## src/rtl/core/cfr_pkg.sv

```systemverilog
`timescale 1ns / 1ps

package cfr_pkg;

	localparam int MAX_PAYLOAD = 64;
	localparam int BYTE_W      = 8;
	localparam int LEN_W       = 7;
	localparam int IDX_W       = 6;
	localparam int RAM_DEPTH   = 2 * MAX_PAYLOAD;
	localparam int ADDR_W      = $clog2(RAM_DEPTH);
	localparam int JQ_DEPTH    = 2;
	localparam int JQ_PTR_W    = $clog2(JQ_DEPTH);
	localparam int JQ_CNT_W    = $clog2(JQ_DEPTH + 1);

	localparam logic [BYTE_W-1:0] START_BYTE = 8'h21;

	typedef enum logic [2:0] {
		PH_HUNT  = 3'd0,
		PH_CMD   = 3'd1,
		PH_LEN   = 3'd2,
		PH_DATA  = 3'd3,
		PH_CHECK = 3'd4
	} cfr_phase_t;

	typedef enum logic [1:0] {
		ST_GOOD     = 2'd0,
		ST_BAD_SUM  = 2'd1,
		ST_TOO_LONG = 2'd2
	} cfr_status_t;

	// one finished frame, handed from front to back
	typedef struct packed {
		cfr_status_t         status;
		logic [BYTE_W-1:0]   command;
		logic [LEN_W-1:0]    length;
		logic                bank;
	} cfr_job_t;

	typedef struct packed {
		logic     push;
		logic     alloc;
		cfr_job_t job;
	} cfr_front_t;

	typedef struct packed {
		logic              we;
		logic [ADDR_W-1:0] addr;
		logic [BYTE_W-1:0] data;
	} cfr_wr_t;

endpackage

```

## src/rtl/core/cfr_ram.sv

```systemverilog
`timescale 1ns / 1ps

module cfr_ram #(
	parameter int WIDTH = 8,
	parameter int DEPTH = 128
) (
	input  logic                     clk,
	input  logic                     we,
	input  logic [$clog2(DEPTH)-1:0] waddr,
	input  logic [WIDTH-1:0]         wdata,
	input  logic                     re,
	input  logic [$clog2(DEPTH)-1:0] raddr,
	output logic [WIDTH-1:0]         rdata
);

	logic [WIDTH-1:0] mem_q [DEPTH];
	logic [WIDTH-1:0] rdata_q;

	always_ff @(posedge clk) begin
		if (we) begin
			mem_q[waddr] <= wdata;
		end
		if (re) begin
			rdata_q <= mem_q[raddr];
		end
	end

	assign rdata = rdata_q;

endmodule

```

## src/rtl/core/cfr_front.sv

```systemverilog
`timescale 1ns / 1ps

module cfr_front (
	input  logic                         clk,
	input  logic                         arst_n,
	input  logic                         push,
	input  logic [cfr_pkg::BYTE_W-1:0]   rx_byte,
	input  logic                         fifo_full,
	input  logic [1:0]                   banks_busy,
	output logic                         full,
	output cfr_pkg::cfr_front_t          fo,
	output cfr_pkg::cfr_wr_t             wr
);

	cfr_pkg::cfr_phase_t             phase_q, phase_d;
	logic [cfr_pkg::BYTE_W-1:0]      cmd_q, cmd_d;
	logic [cfr_pkg::LEN_W-1:0]       len_q, len_d;
	logic [cfr_pkg::LEN_W-1:0]       taken_q, taken_d;
	logic [cfr_pkg::BYTE_W-1:0]      sum_q, sum_d;
	logic                            wbank_q, wbank_d;
	logic                            acc;
	logic [cfr_pkg::BYTE_W-1:0]      sum_next;
	logic [cfr_pkg::LEN_W-1:0]       taken_inc;
	logic                            too_long;

	// stall payload bytes while both buffer banks are still owned by the back end
	assign full = fifo_full ||
		((phase_q == cfr_pkg::PH_DATA) && (banks_busy == 2'd2));
	assign acc       = push && !full;
	assign sum_next  = sum_q + rx_byte;
	assign taken_inc = taken_q + 1'b1;
	assign too_long  = rx_byte > cfr_pkg::BYTE_W'(cfr_pkg::MAX_PAYLOAD);

	always_comb begin
		phase_d = phase_q;
		cmd_d   = cmd_q;
		len_d   = len_q;
		taken_d = taken_q;
		sum_d   = sum_q;
		wbank_d = wbank_q;
		if (acc) begin
			case (phase_q)
				cfr_pkg::PH_CMD: begin
					cmd_d   = rx_byte;
					sum_d   = sum_next;
					phase_d = cfr_pkg::PH_LEN;
				end
				cfr_pkg::PH_LEN: begin
					sum_d = sum_next;
					if (too_long) begin
						phase_d = cfr_pkg::PH_HUNT;
					end else begin
						len_d   = rx_byte[cfr_pkg::LEN_W-1:0];
						taken_d = '0;
						phase_d = (rx_byte == '0) ? cfr_pkg::PH_CHECK : cfr_pkg::PH_DATA;
					end
				end
				cfr_pkg::PH_DATA: begin
					sum_d   = sum_next;
					taken_d = taken_inc;
					if (taken_inc >= len_q) begin
						phase_d = cfr_pkg::PH_CHECK;
					end
				end
				cfr_pkg::PH_CHECK: begin
					sum_d   = sum_next;
					phase_d = cfr_pkg::PH_HUNT;
					if ((sum_next == '0) && (len_q != '0)) begin
						wbank_d = !wbank_q;
					end
				end
				default: begin
					if (rx_byte == cfr_pkg::START_BYTE) begin
						sum_d   = cfr_pkg::START_BYTE;
						cmd_d   = '0;
						len_d   = '0;
						taken_d = '0;
						phase_d = cfr_pkg::PH_CMD;
					end else begin
						phase_d = cfr_pkg::PH_HUNT;
					end
				end
			endcase
		end
	end

	always_comb begin
		fo             = '0;
		fo.job.command = cmd_q;
		fo.job.bank    = wbank_q;
		fo.job.status  = cfr_pkg::ST_GOOD;
		wr.we          = 1'b0;
		wr.addr        = {wbank_q, taken_q[cfr_pkg::IDX_W-1:0]};
		wr.data        = rx_byte;
		if (acc) begin
			case (phase_q)
				cfr_pkg::PH_LEN: begin
					if (too_long) begin
						fo.push       = 1'b1;
						fo.job.status = cfr_pkg::ST_TOO_LONG;
					end
				end
				cfr_pkg::PH_DATA: begin
					wr.we = 1'b1;
				end
				cfr_pkg::PH_CHECK: begin
					fo.push = 1'b1;
					if (sum_next != '0) begin
						fo.job.status = cfr_pkg::ST_BAD_SUM;
					end else begin
						fo.job.length = len_q;
						fo.alloc      = (len_q != '0);
					end
				end
				default: begin
					fo.push = 1'b0;
				end
			endcase
		end
	end

	always_ff @(posedge clk or negedge arst_n) begin
		if (!arst_n) begin
			phase_q <= cfr_pkg::PH_HUNT;
			cmd_q   <= '0;
			len_q   <= '0;
			taken_q <= '0;
			sum_q   <= '0;
			wbank_q <= 1'b0;
		end else begin
			phase_q <= phase_d;
			cmd_q   <= cmd_d;
			len_q   <= len_d;
			taken_q <= taken_d;
			sum_q   <= sum_d;
			wbank_q <= wbank_d;
		end
	end

endmodule

```

## src/rtl/core/cfr_job_fifo.sv

```systemverilog
`timescale 1ns / 1ps

module cfr_job_fifo (
	input  logic              clk,
	input  logic              arst_n,
	input  logic              push,
	input  cfr_pkg::cfr_job_t din,
	input  logic              pop,
	output cfr_pkg::cfr_job_t dout,
	output logic              empty,
	output logic              full
);

	cfr_pkg::cfr_job_t                 mem_q [cfr_pkg::JQ_DEPTH];
	logic [cfr_pkg::JQ_PTR_W-1:0]      wr_ptr_q, rd_ptr_q;
	logic [cfr_pkg::JQ_CNT_W-1:0]      cnt_q;
	logic                              do_push, do_pop;

	assign empty   = (cnt_q == '0);
	assign full    = (cnt_q == cfr_pkg::JQ_CNT_W'(cfr_pkg::JQ_DEPTH));
	assign do_push = push && !full;
	assign do_pop  = pop && !empty;
	assign dout    = mem_q[rd_ptr_q];

	always_ff @(posedge clk) begin
		if (do_push) begin
			mem_q[wr_ptr_q] <= din;
		end
	end

	always_ff @(posedge clk or negedge arst_n) begin
		if (!arst_n) begin
			wr_ptr_q <= '0;
			rd_ptr_q <= '0;
			cnt_q    <= '0;
		end else begin
			if (do_push) begin
				wr_ptr_q <= wr_ptr_q + 1'b1;
			end
			if (do_pop) begin
				rd_ptr_q <= rd_ptr_q + 1'b1;
			end
			if (do_push && !do_pop) begin
				cnt_q <= cnt_q + 1'b1;
			end else if (do_pop && !do_push) begin
				cnt_q <= cnt_q - 1'b1;
			end
		end
	end

endmodule

```

## src/rtl/core/cfr_back.sv

```systemverilog
`timescale 1ns / 1ps

module cfr_back (
	input  logic                          clk,
	input  logic                          arst_n,
	input  logic                          fifo_empty,
	input  cfr_pkg::cfr_job_t             job,
	output logic                          fifo_pop,
	output logic                          rd_en,
	output logic [cfr_pkg::ADDR_W-1:0]    rd_addr,
	input  logic [cfr_pkg::BYTE_W-1:0]    rd_data,
	output logic                          bank_release,
	input  logic                          pop,
	output logic                          empty,
	output logic [1:0]                    status,
	output logic [cfr_pkg::BYTE_W-1:0]    command,
	output logic [cfr_pkg::LEN_W-1:0]     length,
	output logic [cfr_pkg::IDX_W-1:0]     index,
	output logic [cfr_pkg::BYTE_W-1:0]    data_byte,
	output logic                          last
);

	logic                          active_q;
	cfr_pkg::cfr_job_t             job_q;
	logic [cfr_pkg::IDX_W-1:0]     idx_q;

	logic                          v_s1;
	cfr_pkg::cfr_job_t             job_s1;
	logic [cfr_pkg::IDX_W-1:0]     idx_s1;
	logic                          last_s1;
	logic                          ram_s1;

	logic                          v_s2;
	cfr_pkg::cfr_job_t             job_s2;
	logic [cfr_pkg::IDX_W-1:0]     idx_s2;
	logic                          last_s2;
	logic [cfr_pkg::BYTE_W-1:0]    data_s2;

	logic                          pop_ok, adv, issue, is_payload, last_issue, load;

	assign pop_ok     = pop && v_s2;
	assign adv        = v_s1 && (!v_s2 || pop_ok);
	assign issue      = active_q && (!v_s1 || adv);
	assign is_payload = (job_q.status == cfr_pkg::ST_GOOD) && (job_q.length != '0);
	assign last_issue = !is_payload ||
		((cfr_pkg::LEN_W'(idx_q) + 1'b1) == job_q.length);
	assign load       = !active_q && !fifo_empty;

	assign fifo_pop     = load;
	assign rd_en        = issue && is_payload;
	assign rd_addr      = {job_q.bank, idx_q};
	assign bank_release = issue && last_issue && is_payload;

	always_ff @(posedge clk) begin
		if (load) begin
			job_q <= job;
		end
		if (issue) begin
			job_s1  <= job_q;
			idx_s1  <= idx_q;
			last_s1 <= last_issue;
			ram_s1  <= is_payload;
		end
		if (adv) begin
			job_s2  <= job_s1;
			idx_s2  <= idx_s1;
			last_s2 <= last_s1;
			data_s2 <= ram_s1 ? rd_data : '0;
		end
	end

	always_ff @(posedge clk or negedge arst_n) begin
		if (!arst_n) begin
			active_q <= 1'b0;
			idx_q    <= '0;
			v_s1     <= 1'b0;
			v_s2     <= 1'b0;
		end else begin
			if (load) begin
				active_q <= 1'b1;
				idx_q    <= '0;
			end else if (issue) begin
				active_q <= !last_issue;
				idx_q    <= idx_q + 1'b1;
			end
			if (issue) begin
				v_s1 <= 1'b1;
			end else if (adv) begin
				v_s1 <= 1'b0;
			end
			if (adv) begin
				v_s2 <= 1'b1;
			end else if (pop_ok) begin
				v_s2 <= 1'b0;
			end
		end
	end

	assign empty     = !v_s2;
	assign status    = job_s2.status;
	assign command   = job_s2.command;
	assign length    = job_s2.length;
	assign index     = idx_s2;
	assign data_byte = data_s2;
	assign last      = last_s2;

endmodule

```

## src/rtl/core/command_frame_receiver.sv

```systemverilog
`timescale 1ns / 1ps

// Command frame receiver.
// Input side is a queue push port: a word is taken on a rising edge with push
// high and full low. Bytes outside a frame are dropped until the start byte.
// A frame is start, command, length, payload and checksum; it is good when the
// modulo-256 sum of all its bytes is zero.
// Result side is a queue pop port: while empty is low the oldest result is on
// status/command/length/index/data_byte/last; pop high takes it.
// A good frame yields one result per payload byte (an empty frame yields one),
// last marking the final one. A bad checksum or a length over the maximum
// yields a single error result.
// Results of a frame follow its checksum (or oversized length) word through
// the frame queue and back end, then stream at one per cycle while pop is high.
// Input rate is one word per cycle; the front stalls only when the two-entry
// frame queue is full, or on payload bytes while both payload buffer banks are
// still being read out by the back end, which is what holds back a stalled
// receiver. Reset clears all control state and starts in the hunting phase;
// the payload buffer holds no meaningful data until written.
module command_frame_receiver (
	input  logic                          clk,
	input  logic                          arst_n,
	input  logic                          push,
	output logic                          full,
	input  logic [cfr_pkg::BYTE_W-1:0]    rx_byte,
	output logic                          empty,
	input  logic                          pop,
	output logic [1:0]                    status,
	output logic [cfr_pkg::BYTE_W-1:0]    command,
	output logic [cfr_pkg::LEN_W-1:0]     length,
	output logic [cfr_pkg::IDX_W-1:0]     index,
	output logic [cfr_pkg::BYTE_W-1:0]    data_byte,
	output logic                          last
);

	cfr_pkg::cfr_front_t             fo;
	cfr_pkg::cfr_wr_t                wr;
	cfr_pkg::cfr_job_t               jq_dout;
	logic                            jq_empty, jq_full, jq_pop;
	logic                            rd_en;
	logic [cfr_pkg::ADDR_W-1:0]      rd_addr;
	logic [cfr_pkg::BYTE_W-1:0]      rd_data;
	logic                            bank_release;
	logic [1:0]                      busy_q;

	// parse bytes, fill the payload bank, hand finished frames to the queue
	cfr_front u_front (
		.clk        (clk),
		.arst_n     (arst_n),
		.push       (push),
		.rx_byte    (rx_byte),
		.fifo_full  (jq_full),
		.banks_busy (busy_q),
		.full       (full),
		.fo         (fo),
		.wr         (wr)
	);

	// two payload banks: front fills one while back drains the other
	cfr_ram #(
		.WIDTH (cfr_pkg::BYTE_W),
		.DEPTH (cfr_pkg::RAM_DEPTH)
	) u_ram (
		.clk   (clk),
		.we    (wr.we),
		.waddr (wr.addr),
		.wdata (wr.data),
		.re    (rd_en),
		.raddr (rd_addr),
		.rdata (rd_data)
	);

	cfr_job_fifo u_jq (
		.clk    (clk),
		.arst_n (arst_n),
		.push   (fo.push),
		.din    (fo.job),
		.pop    (jq_pop),
		.dout   (jq_dout),
		.empty  (jq_empty),
		.full   (jq_full)
	);

	cfr_back u_back (
		.clk          (clk),
		.arst_n       (arst_n),
		.fifo_empty   (jq_empty),
		.job          (jq_dout),
		.fifo_pop     (jq_pop),
		.rd_en        (rd_en),
		.rd_addr      (rd_addr),
		.rd_data      (rd_data),
		.bank_release (bank_release),
		.pop          (pop),
		.empty        (empty),
		.status       (status),
		.command      (command),
		.length       (length),
		.index        (index),
		.data_byte    (data_byte),
		.last         (last)
	);

	// count banks owned by frames not yet read out; banks are used in order
	always_ff @(posedge clk or negedge arst_n) begin
		if (!arst_n) begin
			busy_q <= '0;
		end else begin
			if (fo.alloc && !bank_release) begin
				busy_q <= busy_q + 1'b1;
			end else if (bank_release && !fo.alloc) begin
				busy_q <= busy_q - 1'b1;
			end
		end
	end

`ifndef SYNTHESIS
	a_busy_range: assert property (@(posedge clk) disable iff (!arst_n)
		busy_q != 2'd3)
		else $error("payload bank count out of range");

	a_no_write_owned: assert property (@(posedge clk) disable iff (!arst_n)
		wr.we |-> (busy_q != 2'd2))
		else $error("payload write while both banks are owned");

	a_jq_no_overflow: assert property (@(posedge clk) disable iff (!arst_n)
		fo.push |-> !jq_full)
		else $error("frame queue overflow");

	a_release_needs_owner: assert property (@(posedge clk) disable iff (!arst_n)
		bank_release |-> (busy_q != 2'd0))
		else $error("bank released with none owned");
`endif

endmodule

```

## config.mk

```make
export PLATFORM = sky130hd
export DESIGN_NAME = command_frame_receiver
export DESIGN_NICKNAME = d
export VERILOG_FILES = /design/src/rtl/core/cfr_pkg.sv /design/src/rtl/core/cfr_ram.sv /design/src/rtl/core/cfr_front.sv /design/src/rtl/core/cfr_job_fifo.sv /design/src/rtl/core/cfr_back.sv /design/src/rtl/core/command_frame_receiver.sv
export SDC_FILE = /design/constraint.sdc
export NUM_CORES = 1
export LEC_CHECK = 0
export ABC_AREA = 1
export BUFFER_PORTS_ARGS = -buffer_cell sky130_fd_sc_hd__buf_2
export CAP_MARGIN = 5
export CORE_MARGIN = 2
export CORE_UTILIZATION = 30
export CTS_BUF_LIST = sky130_fd_sc_hd__clkbuf_4 sky130_fd_sc_hd__clkbuf_8
export DETAILED_ROUTE_END_ITERATION = 10
export PLACE_DENSITY = 0.53
export REMOVE_ABC_BUFFERS = 1
export SYNTH_ARGS = -nofsm -noshare
export SYNTH_HDL_FRONTEND = slang
export SYNTH_HIERARCHICAL = 1
export SYNTH_SLANG_ARGS = --single-unit
```

## constraint.sdc

```tcl
create_clock -name clk -period 7.65 [get_ports clk]
set_input_delay 0.765 -clock clk [delete_from_list [all_inputs] [get_ports clk]]
set_output_delay 0.765 -clock clk [all_outputs]
set_load 0.03 [all_outputs]
```

==> qor.csv, run 1 <==
stage,metric,value,unit
yosys,ys_ff_latch,1192,
yosys,ys.warnings.count,6,
worst_hold_path,hold_class,input port to flip-flop,
grt,gr-usage-all-layers,15.7,%
worst_hold_path,hold-path-endpoint,u_ram/mem_q[70][2]$_DFFE_PP_,
critical_path,timing.rr.start,u_back/idx_q[0]$_DFFE_PN0P_,
yosys,synth_area_per_cell,11.6,um^2
grt,grt_max_degree,213,
placed_design,hpwl,76.3,mm
critical_path,cp-start-kind,flip-flop,
critical_path,setup.worst_path.class,flip-flop to flip-flop,
layout,final_core_util,33.6,%
sta,fin_tns_setup,0,ns
pwr,seqPwrFrac,42.9,%
sta,maxSlewViolCount,0,
pwr,p_leak,19.8,nW
floorplanning,core_area,164000,um^2
sta,relSlewSlack,21.9,%
yosys,postSynthCellCount,4276,
pwr,peakVddDrop,0.227,mV
clock_network,cts.path.max_buffers,3,
placed_design,dp_slack,3.82,ns
critical_path,r2r_slack,3.76,ns
detailed_routing,wire_per_inst,20.2,um
yosys,synth_top_area_cell,edfxtp_1,
sta,setup-violations-final,0,
clock_network,clk_pin_slew,0.06,ns
detailed_routing,num_vias,32145,
worst_hold_path,whs_path_depth,1,
yosys,ys_top_cells_by_area,"edfxtp_1 (69%), nand2_1 (11%), nand3_1 (9.8%)",
pwr,p_int,0.0117,W
worst_hold_path,worstHoldStart,rx_byte[2],
clock_network,clockRootBuffer,clkbuf_8,
floorplanning,start_util,30.1,%
grt,antenna_found_initial,4,
sta,worst_pin_slew,1.17,ns
grt,grt_overflow,0,
sta,final.min_clock_period,3.89,ns
sta,max_freq,0.257,GHz
yosys,ys_seq_area_share,71.8,%
floorplanning,die_area,168000,um^2
detailed_routing,ant_nets,0,
critical_path,reg2regPathDepth,12,
sta,hold_violations,0,
pwr,combPwrFrac,26.6,%
layout,final_cell_area,55200,um^2
critical_path,required,8.43,ns
critical_path,arrival,4.67,ns
sta,clock_skew,0.0577,ns
floorplanning,die_h,410,um
detailed_routing,drc_errors,0,
clock_network,clock_latency,0.92,ns
clock_network,h-tree-depth,4,
detailed_routing,wl,134,mm
critical_path,reg2reg_to,u_ram/rdata[4]$_DFFE_PP_,
sta,min_period_over_period,50.8,%
yosys,yosysTopAreaCellShare,69.3,%
detailed_routing,first_iter_violations,3308,
grt,grt_pass1_vias,31430,
floorplanning,row_count,149,
pwr,swShare,35.0,%
yosys,synth.distinct_cells,43,
critical_path,end_kind,flip-flop,
status,outcome,finished clean,
floorplanning,fp.dieW,410,um
detailed_routing,dr.pass1.iters,6,
clock_network,cts_buffers,192,
pwr,finalPower,0.0179,W
sta,rsz0062_at_grt,false,
critical_path,crit_path_max_fanout,96,
pwr,clockPowerShare,30.5,%
layout,layout-drive-gt1-share,9.90,%
placed_design,gp_congestion,0.825,
grt,grt_first_pass_wirelength,200,mm
layout,fin_nets,4337,
layout,area_growth,11.5,%
placed_design,postPlaceCellArea,51400,um^2
yosys,syn_area,49500,um^2
detailed_routing,viasPerCell,4.84,
sta,setup_slack,3.76,ns
placed_design,portBuffers,45,
clock_network,cts_tree,built,
floorplanning,io-pin-count,46,
clock_network,cts.sinks,1192,
pwr,pwr_density_cell,325,nW/um^2
pwr,power.switching,0.00627,W
job,max_cap_violations,0,
## layout make-up
cell class	instances	area, um^2
clock inverter	80	568
inverter	117	465
clock buffer	263	3230
antenna	2	5.00
multi-input combinational	2711	12000
fill	16426	109000
sequential	1192	35600
timing repair buffer	92	658
tap	2189	2740
## per-stage QoR
stage / std cells / hold slack, ns
2_1_floorplan: 4020 / 0.400
3_3_place_gp: 6299 / 0.402
3_5_place_dp: 6299 / 0.405
4_1_cts: 6644 / 0.144
5_1_grt: 6646 / 0.179
6_report: 6646 / 0.243
## state kept, by name (all words and copies together) (netlist names), 2 cells and up
| register | flops |
|---|---|
| busy_q | 2 |
| u_back/command | 8 |
| u_back/data_byte | 8 |
| u_back/idx_q | 6 |
| u_back/idx_s1 | 6 |
| u_back/index | 6 |
| u_back/job_q | 17 |
| u_back/job_s1 | 17 |
| u_back/length | 7 |
| u_back/status | 2 |
| u_front/cmd_q | 8 |
| u_front/len_q | 7 |
| u_front/phase_q | 3 |
| u_front/sum_q | 8 |
| u_front/taken_q | 7 |
| u_jq/cnt_q | 2 |
| u_jq/mem_q | 36 |
| u_ram/mem_q | 1024 |
| u_ram/rdata | 8 |
## synth_stat cells, drive strengths merged
library cell / n
and3: 1
fa: 1
nand3: 975
o22ai: 4
a21oi: 9
o22a: 1
nor3: 20
o21a: 1
a22o: 3
o21bai: 1
o21ai: 32
xor2: 5
edfxtp: 1143
a21o: 1
clkbuf: 35
dfrtp: 49
ha: 18
or2: 1
inv: 117
nand3b: 6
a31oi: 2
xnor2: 3
buf: 221
nor2: 171
nand2: 1439
nand4: 17
## layout by cell type, fill, tap and decap left out, types with 3 or more instances in the layout
cell type,count
clkinv_8,3
buf_2,37
dfrtp_1,45
clkinv_2,16
clkbuf_8,200
inv_2,9
o22ai_1,4
a22o_1,3
nor2_2,5
nor2_1,164
inv_1,105
ha_1,18
nand3_1,972
nand2_1,1425
buf_6,8
dfrtp_4,3
bufinv_16,6
clkinv_1,49
clkbuf_4,63
inv_12,3
buf_4,43
edfxtp_1,1143
nand2_4,4
nand4_1,15
nand3b_1,6
xor2_1,5
nor3_1,17
a21oi_1,8
nand2_2,10
o21ai_2,9
xnor2_1,3
o21ai_0,23
## power by group through the flow
stage / Combinational (W) / Clock (W) / Sequential [W]
floorplan: 0.00317 / 0 / 0.00825
global placement: 0.00475 / 0 / 0.00784
detailed placement: 0.00475 / 0 / 0.00784
CTS: 0.00477 / 0.00562 / 0.00770
global route: 0.00527 / 0.00589 / 0.00772
finish: 0.00477 / 0.00547 / 0.00770
## critical path, stage by stage (launching register included)
cell	delay, ns
dfrtp_4	0.70
buf_4	0.82
buf_4	0.88
nand2_1	0.14
nand3_1	0.14
nand3_1	0.11
nand3_1	0.19
nand2_1	0.13
nand2_1	0.08
nand3_1	0.09
nand2_1	0.14
nand2_1	0.08
nand2_1	0.06
## repair_timing
action / 4_1_cts / 5_1_grt
buffers inserted: 0 / 0
gates resized for setup: 0 / 0
endpoints found under the hold margin: 50 / 0
hold buffers: 2 / 0
## worst max path at each step
stage / cells past startpoint / to / startpoint
4_1_cts: 12 / u_ram/rdata[4]$_DFFE_PP_ / u_back/idx_q[0]$_DFFE_PN0P_
3_5_place_dp: 6 / u_ram/mem_q[16][4]$_DFFE_PP_ / push
3_3_place_gp: 12 / u_ram/rdata[4]$_DFFE_PP_ / u_back/idx_q[0]$_DFFE_PN0P_
2_1_floorplan: 11 / u_ram/rdata[7]$_DFFE_PP_ / u_back/idx_q[0]$_DFFE_PN0P_
6_report: 12 / u_ram/rdata[4]$_DFFE_PP_ / u_back/idx_q[0]$_DFFE_PN0P_
5_1_grt: 12 / u_ram/rdata[3]$_DFFE_PP_ / u_back/idx_q[0]$_DFFE_PN0P_
## metal layers
layer | global-route usage [%] | routed length, um
met5 | 0 | 0
met4 | 4.52 | 3030
met1 | 21.4 | 59000
met3 | 3.16 | 9180
met2 | 25.2 | 63200
## logic make-up after synthesis
logic type	share of synthesized area [%]
AND/OR/NAND/NOR	22.9
flip-flops	71.8
buffers and inverters	4.01
AO/OA/AOI/OAI	0.705
adder cells (fa/ha/maj)	0.495
XOR/XNOR	0.142
Note: power is estimated with default switching activity, not from simulation.
==> inputs of run 2 (changes only) <==
==> constraint.sdc (replaced) <==
create_clock -name clk -period 3.8 [get_ports clk]
set_input_delay 0.38 -clock clk [delete_from_list [all_inputs] [get_ports clk]]
set_output_delay 0.38 -clock clk [all_outputs]
set_load 0.03 [all_outputs]
==> run 2 against run 1 <==
Effect of this change: critical path depth fell by 3; combinational power increased by 110%; via count fell by 0.67%; maximum frequency up 35%; hold slack worse by 0.086 ns; critical path type unchanged; largest power group unchanged; highest routed layer unchanged.
==> qor.csv, run 2 (synthesis results as in run 1) <==
stage,metric,value,unit,change
layout,largest_reg_flops,1024,,unchanged
floorplanning,die_h,410,um,unchanged
pwr,peakVddDrop,0.441,mV,+95%
grt,grt_max_degree,138,,-35%
floorplanning,fp.dieW,410,um,unchanged
layout,top_regs,"u_ram/mem_q: 1024 flops, u_jq/mem_q: 36 flops",,
layout,multi_input_area,12000,um^2,about the same
critical_path,setup.worst_path.class,flip-flop to flip-flop,,
detailed_routing,drc_errors,0,,unchanged
critical_path,reg2regPathDepth,9,,-3
sta,relSlewSlack,27.3,%,+5.4 points
worst_hold_path,hold_class,input port to asynchronous set/reset pin,,
sta,rsz0062_at_grt,false,,
layout,layout_common_cells,"nand2_1 (1429), edfxtp_1 (1143), nand3_1 (972)",,
job,max_cap_violations,0,,unchanged
critical_path,end_kind,flip-flop,,
grt,grt_overflow,0,,unchanged
floorplanning,io-pin-count,46,,unchanged
detailed_routing,wl,134,mm,-0.57%
sta,final.min_clock_period,2.88,ns,-1.01 ns
placed_design,dp_slack,0.912,ns,-2.90 ns
critical_path,timing.rr.start,u_front/phase_q[1]$_DFFE_PN0P_,,
floorplanning,die_area,168000,um^2,unchanged
placed_design,postPlaceCellArea,52300,um^2,+1.7%
grt,gr-usage-all-layers,15.7,%,about the same
placed_design,portBuffers,45,,unchanged
sta,min_period_over_period,75.8,%,+25 points
clock_network,h-tree-depth,4,,unchanged
clock_network,cts_buffers,185,,-3.6%
floorplanning,core_area,164000,um^2,unchanged
critical_path,arrival,3.38,ns,-1.29 ns
sta,whs,0.156,ns,-0.0863 ns
detailed_routing,viasPerCell,4.74,,-1.9%
sta,setup-violations-final,0,,unchanged
sta,setup_slack,0.921,ns,-2.84 ns
floorplanning,row_count,149,,unchanged
critical_path,cp-start-kind,flip-flop,,
critical_path,crit_path_start,u_front/phase_q[1]$_DFFE_PN0P_,,
critical_path,required,4.30,ns,-4.13 ns
detailed_routing,wire_per_inst,19.9,um,-1.8%
layout,layout-drive-gt1-share,11.4,%,+1.5 points
clock_network,cts_tree,built,,
layout,num-fill-cells,16238,,-1.1%
critical_path,crit_path_max_fanout,13,,-86%
placed_design,dp.cells,6390,,+1.4%
clock_network,clk_pin_slew,0.07,ns,about the same
sta,hold_violations,0,,unchanged
critical_path,reg2reg_to,u_ram/mem_q[13][6]$_DFFE_PP_,,
layout,final_cell_area,56000,um^2,+1.4%
clock_network,clockRootBuffer,clkbuf_8,,
detailed_routing,ant_nets,0,,unchanged
sta,clock_skew,0.0457,ns,-0.0120 ns
pwr,p_leak,20.2,nW,+2.4%
floorplanning,start_util,30.1,%,unchanged
grt,grt_pass1_vias,31147,,-0.90%
placed_design,hpwl,77.3,mm,+1.4%
clock_network,cts.path.max_buffers,3,,unchanged
pwr,pwr_density_cell,642,nW/um^2,+98%
sta,maxSlewViolCount,0,,unchanged
layout,final_core_util,34.0,%,+0.46 points
layout,final_common_cell,nand2_1,,
detailed_routing,num_vias,31929,,-0.67%
layout,fin_cells,6731,,+1.3%
sta,worst_pin_slew,1.09,ns,-0.0821 ns
placed_design,gp_congestion,0.849,,+2.9%
layout,largest-register,u_ram/mem_q,,
clock_network,clock_latency,0.90,ns,-0.02 ns
detailed_routing,first_iter_violations,2870,,-13%
detailed_routing,dr.pass1.iters,6,,unchanged
critical_path,r2r_slack,0.92,ns,-2.84 ns
grt,grt_first_pass_wirelength,200,mm,+0.22%
layout,regArea,35600,um^2,unchanged
clock_network,cts.sinks,1192,,unchanged
layout,fin_nets,4431,,+2.2%
status,outcome,finished clean,,
clock_network,cts.repair.resized,0,,unchanged
critical_path,crit_end,u_ram/mem_q[13][6]$_DFFE_PP_,,
sta,max_freq,0.347,GHz,+35%
layout,area_growth,13.1,%,
grt,antenna_found_initial,5,,+1
-- run 2: what timing repair did --
action	CTS	global route
buffers inserted	0	0
hold buffers	12	0
hold endpoints to repair	125	0
-- run 2: worst max-delay path: stages (launching register included) --
cell and delay (ns):
dfrtp_1 0.47, inv_2 0.10, nor2_2 0.05, nand4_2 0.09
and3_1 0.22, nand2_1 0.13, inv_1 0.31, nand2_1 0.10
buf_4 0.28, nor2_1 0.72
-- run 2: per-stage QoR --
stage / TNS (ns) / total power (W)
after floorplan: -144.40 / 0.0210
after global placement: 0 / 0.0257
after detailed placement: 0 / 0.0258
after CTS: 0 / 0.0363
after global routing: 0 / 0.0379
final: 0 / 0.0360
-- run 2: cell type report --
cell class	count	share of cell area, %
timing repair buffer	193	2.98
inverter	117	0.831
antenna	1	0.00447
multi-input combinational	2711	21.4
sequential	1192	63.5
clock inverter	71	0.789
tap	2189	4.89
clock buffer	257	5.56
-- run 2: per-layer routing --
| layer | vias to the layer above | routed length [um] | track usage [%] |
|---|---|---|---|
| met1 | 15676 | 59500 | 21.2 |
| met5 | - | 0 | 0 |
| li1 | 15179 | - | - |
| met2 | 876 | 63600 | 25.5 |
| met3 | 198 | 7620 | 2.93 |
| met4 | 0 | 2990 | 4.68 |
-- run 2: worst min-delay path by stage --
stage | start | endpoint | slack, ns | cells past startpoint
2_1_floorplan | arst_n | busy_q[0]$_DFFE_PN0P_ | 0.08 | 0
3_3_place_gp | arst_n | u_back/idx_q[5]$_DFFE_PN0P_ | 0.34 | 1
3_5_place_dp | arst_n | u_back/active_q$_DFFE_PN0P_ | 0.33 | 1
4_1_cts | arst_n | u_front/sum_q[0]$_DFFE_PN0P_ | 0.06 | 3
5_1_grt | arst_n | u_front/cmd_q[6]$_DFFE_PN0P_ | 0.15 | 3
6_report | arst_n | u_front/len_q[5]$_DFFE_PN0P_ | 0.16 | 3
-- run 2: report_power, final --
part | internal (W) | switching, W
Clock | 0.00549 | 0.00501
Combinational | 0.00270 | 0.00726
Sequential | 0.0151 | 0.000395
Total | 0.0233 | 0.0127
